<file path="config.mk">
export PLATFORM = sky130hd
export DESIGN_NAME = skvm_ram
export DESIGN_NICKNAME = d
export VERILOG_FILES = /design/src/rtl/core/sorted_key_value_map_macros.svh /design/src/rtl/core/skvm_ram.sv
export SDC_FILE = /design/constraint.sdc
export NUM_CORES = 1
export LEC_CHECK = 0
export ABC_AREA = 1
export BUFFER_PORTS_ARGS = -buffer_cell sky130_fd_sc_hd__buf_2
export CORE_MARGIN = 2
export CORE_UTILIZATION = 65
export CTS_CLUSTER_SIZE = 28
export DETAILED_ROUTE_END_ITERATION = 7
export PLACE_DENSITY = 0.88
export SETUP_SLACK_MARGIN = 0.02
export SLEW_MARGIN = 10
export SYNTH_ARGS = -nofsm -noshare
export SYNTH_HDL_FRONTEND = slang
export SYNTH_SLANG_ARGS = --single-unit
</file>
<file path="constraint.sdc">
create_clock -name clk_i -period 2.06 [get_ports clk_i]
set_input_delay 0.206 -clock clk_i [delete_from_list [all_inputs] [get_ports clk_i]]
set_output_delay 0.206 -clock clk_i [all_outputs]
set_load 0.1 [all_outputs]
</file>
<file path="src/rtl/core/sorted_key_value_map_macros.svh">
// ----------------------------------------------------------------------------
// Sorted key/value map assertion macros
// Shared property wrappers, clocked on clk_i and held off during reset.
// ----------------------------------------------------------------------------
`ifndef SORTED_KEY_VALUE_MAP_MACROS_SVH
`define SORTED_KEY_VALUE_MAP_MACROS_SVH

// same-cycle implication
`define SKVM_ASSERT_IMPLY(lbl, ante, cons) \
  lbl: assert property (@(posedge clk_i) disable iff (!rst_ni) (ante) |-> (cons)) \
    else $error("skvm: same-cycle check failed");

// next-cycle implication
`define SKVM_ASSERT_NEXT(lbl, ante, cons) \
  lbl: assert property (@(posedge clk_i) disable iff (!rst_ni) (ante) |=> (cons)) \
    else $error("skvm: next-cycle check failed");

`endif

</file>
<file path="src/rtl/core/skvm_ram.sv">
// ----------------------------------------------------------------------------
// Generic simple dual-port RAM
// One write port, one read port, registered read data.
// ----------------------------------------------------------------------------
module skvm_ram #(
  parameter int WIDTH = 8,
  parameter int DEPTH = 16
) (
  input  logic                     clk_i,
  input  logic                     we_i,
  input  logic [$clog2(DEPTH)-1:0] waddr_i,
  input  logic [WIDTH-1:0]         wdata_i,
  input  logic [$clog2(DEPTH)-1:0] raddr_i,
  output logic [WIDTH-1:0]         rdata_o
);

  logic [WIDTH-1:0] mem_q [DEPTH];
  logic [WIDTH-1:0] rdata_q;

  always_ff @(posedge clk_i) begin
    if (we_i) begin
      mem_q[waddr_i] <= wdata_i;
    end
    rdata_q <= mem_q[raddr_i];
  end

  assign rdata_o = rdata_q;

endmodule

</file>
==> flow_summary.yaml <==
timing:
  slew_violations: 0
  timing.setup.tns_ns: 0
  fmax_mhz: 679.7
  finalCritPeriodShare_pct: 71.42
  fin_skew_ns: 0.005664
  period_needed_ns: 1.471
  setup_viol_count_final: 0
  unrepaired_setup_endpoints_after_global_routing: "no"
  max-slew-margin-rel_pct: 51.07
  hold_viol: 0
  tightestPinTransition_ns: 0.7313
synthesis:
  synth.top_cells.by_area: "edfxtp_1 67%, nand2_1 11%, nand3_1 8.4%"
  ys.warnings.count: 0
  synth_area_leader_cell: "edfxtp_1"
  post-synth-top-area-fraction_pct: 66.65
  post_synthesis_net_count: 569
  synth_seq_area_share_pct: 69.43
  postSynthRegisterBits: 136
  avgSynthCellArea_um2: 10.47
  synthesis.area_mm2: 0.005767
  synth_cells: 551
  synth.lib_cells_used.distinct: 12
worst_hold_path:
  hold_path_startpoint: "raddr_i[3]"
  hold_path.class: "in -> reg"
floorplan:
  floorplan.initialDensity_pct: 66.45
  ioPinCount: 26
  die_area_mm2: 0.009641
  placementRows: 34
  die_x_um: 98.19
  placeableCoreArea_mm2: 0.008678
  dieHeight_um: 98.19
clock_tree:
  cts_max_level: 4
  cts.sinks: 136
  post_cts_buffers: 0
  cts.hold.buffers_added: 0
  clock_insertion_delay_at_the_later_pin_of_the_skew_report_ns: 0.52
  cts_inserted_buffers: 17
  post_cts_resized: 0
  cts-root-buf: "clkbuf_8"
  path_clk_slew_ns: 0.06
  cts_tree: "yes"
  cts_buffer_depth: 2
drt:
  route.final.wire_length_um: 12780
  via_count: 3975
  detail_route.first_pass.iterations: 5
  post_drt_via_cell_ratio: 5.687
  drt-wirelength-per-cell_um: 18.29
  drt-initial-drc-count: 593
  drc_errors: 0
  drtAntennaViolNets: 0
global_routing:
  grt_antenna_before_repair: 0
  grt_use_total_pct: 28.60
  grt_first_pass_wirelength_um: 20610
  largest_net_degree_at_the_start_of_global_routing: 65
  grt_pass1_vias: 3809
  global_route.overflow_total: 0
layout:
  leading_cell_types_in_the_layout_fill_and_taps_excluded: "173 x nand2_1, 128 x edfxtp_1, 100 x inv_1, 97 x nand3_1, 25 x buf_2"
  insertedDiodeCount: 0
  drive_gt1_share_pct: 10.32
  finish.utilization_pct: 75.00
  area_delta_synth_final_pct: 12.87
  nets: 596
  final_common_cell: "nand2_1"
critical_path:
  worst-setup-path-type: "reg -> out"
  crit_path_cell_trace: "buf_2"
  worstPathArrival_ns: 1.27
  worstPathRequired_ns: 1.85
  path_delay_family: "buffers and inverters"
  cp.buffers_inverters: 1
  regToRegStartpoint: "mem_q[9][1]"
  worst_setup_path_end_kind: "output pin"
  crit_startpoint: "rdata_o[2]"
  crit_path_launch_type: "flip-flop"
  timing.critical_path.slowest_cell_delay_ns: 0.42
  worstPathMaxFanout: 1
  slowest_stage: "buf_2"
status:
  status: "finished, final reports clean"
power:
  total_power_mw: 6.543
  power.leakage_nw: 2.843
  pwr_dens_mw_per_mm2: 1005
  irDropWorstVdd_mv: 0.7235
placement:
  gp_congestion: 0.8670
  io_buffers: 25
  place.detailed.hpwl_um: 7447
job:
  max_cap_check_violation_count: 0
[cell type report]
cell class / instances / area [um2]
multi-input combinational: 289 / 1214
sequential: 136 / 4004
tap: 108 / 135.1
fill: 521 / 2170
inverter: 102 / 382.9
clock inverter: 10 / 127.6
clock buffer: 22 / 442.9
timing repair buffer: 32 / 202.7
[flip-flops by register name (all words and copies together) (netlist names)]
register  count
mem_q       128
rdata_o       8
[layer usage]
layer  up-vias  part of all wire [%]  GRT usage [%]
li1       1827                     -              -
met1      1839                    39          39.96
met2       276                    48          44.99
met3        33                    11          6.013
met4         0                   2.6          11.06
met5         -                     0              0
[where the power goes]
| part | leakage, nW | switching [mW] | total [mW] | internal [mW] |
|---|---|---|---|---|
| clock network | 0.284 | 1.07 | 2.93 | 1.86 |
| logic | 1.34 | 0.395 | 0.502 | 0.106 |
| registers | 1.22 | 0.0179 | 3.11 | 3.09 |
| total | 2.84 | 1.48 | 6.54 | 5.06 |
[Yosys cell counts, drive strengths merged]
master and instances:
buf 24, dfxtp 8, edfxtp 128, inv 102, nand2 173, nand3 97, nand3b 2, nor2 17
[path summary, 6_finish.rpt]
| path | to | slack, ns | cells past startpoint |
|---|---|---|---|
| max | rdata_o[2] | 0.59 | 1 |
| min | rdata_o[2] | 0.05 | 3 |
| max reg2reg | rdata_o[1] | 0.99 | 6 |
| min reg2reg | rdata_o[5] | 0.69 | 6 |
[worst reg2reg max path, cell delays in order (launching register included)]
cell,delay (ns)
edfxtp_1,0.36
inv_1,0.07
nand2_1,0.05
nand3_1,0.09
nand3_1,0.12
nand3_1,0.17
nand2_1,0.09
[stage by stage]
step	instance area [um2]	worst slack, ns	cells	hold WS, ns
final	6509	0.5888	699	0.05258
after global routing	6509	0.5539	699	0.06969
after CTS	6509	0.5753	699	0.03364
after detailed placement	5938	0.5348	667	0.5751
after global placement	5938	0.6220	667	0.5586
after floorplan	5767	0.9032	551	0.3049
[logic make-up (layout without fill, tap and decap cells)]
group,Yosys count,after routing,synth area share (%)
buffers and inverters,126,166,9.525
flip-flops,136,136,69.43
AND/OR/NAND/NOR,289,289,21.05
Power figures use the tool's default switching activity.
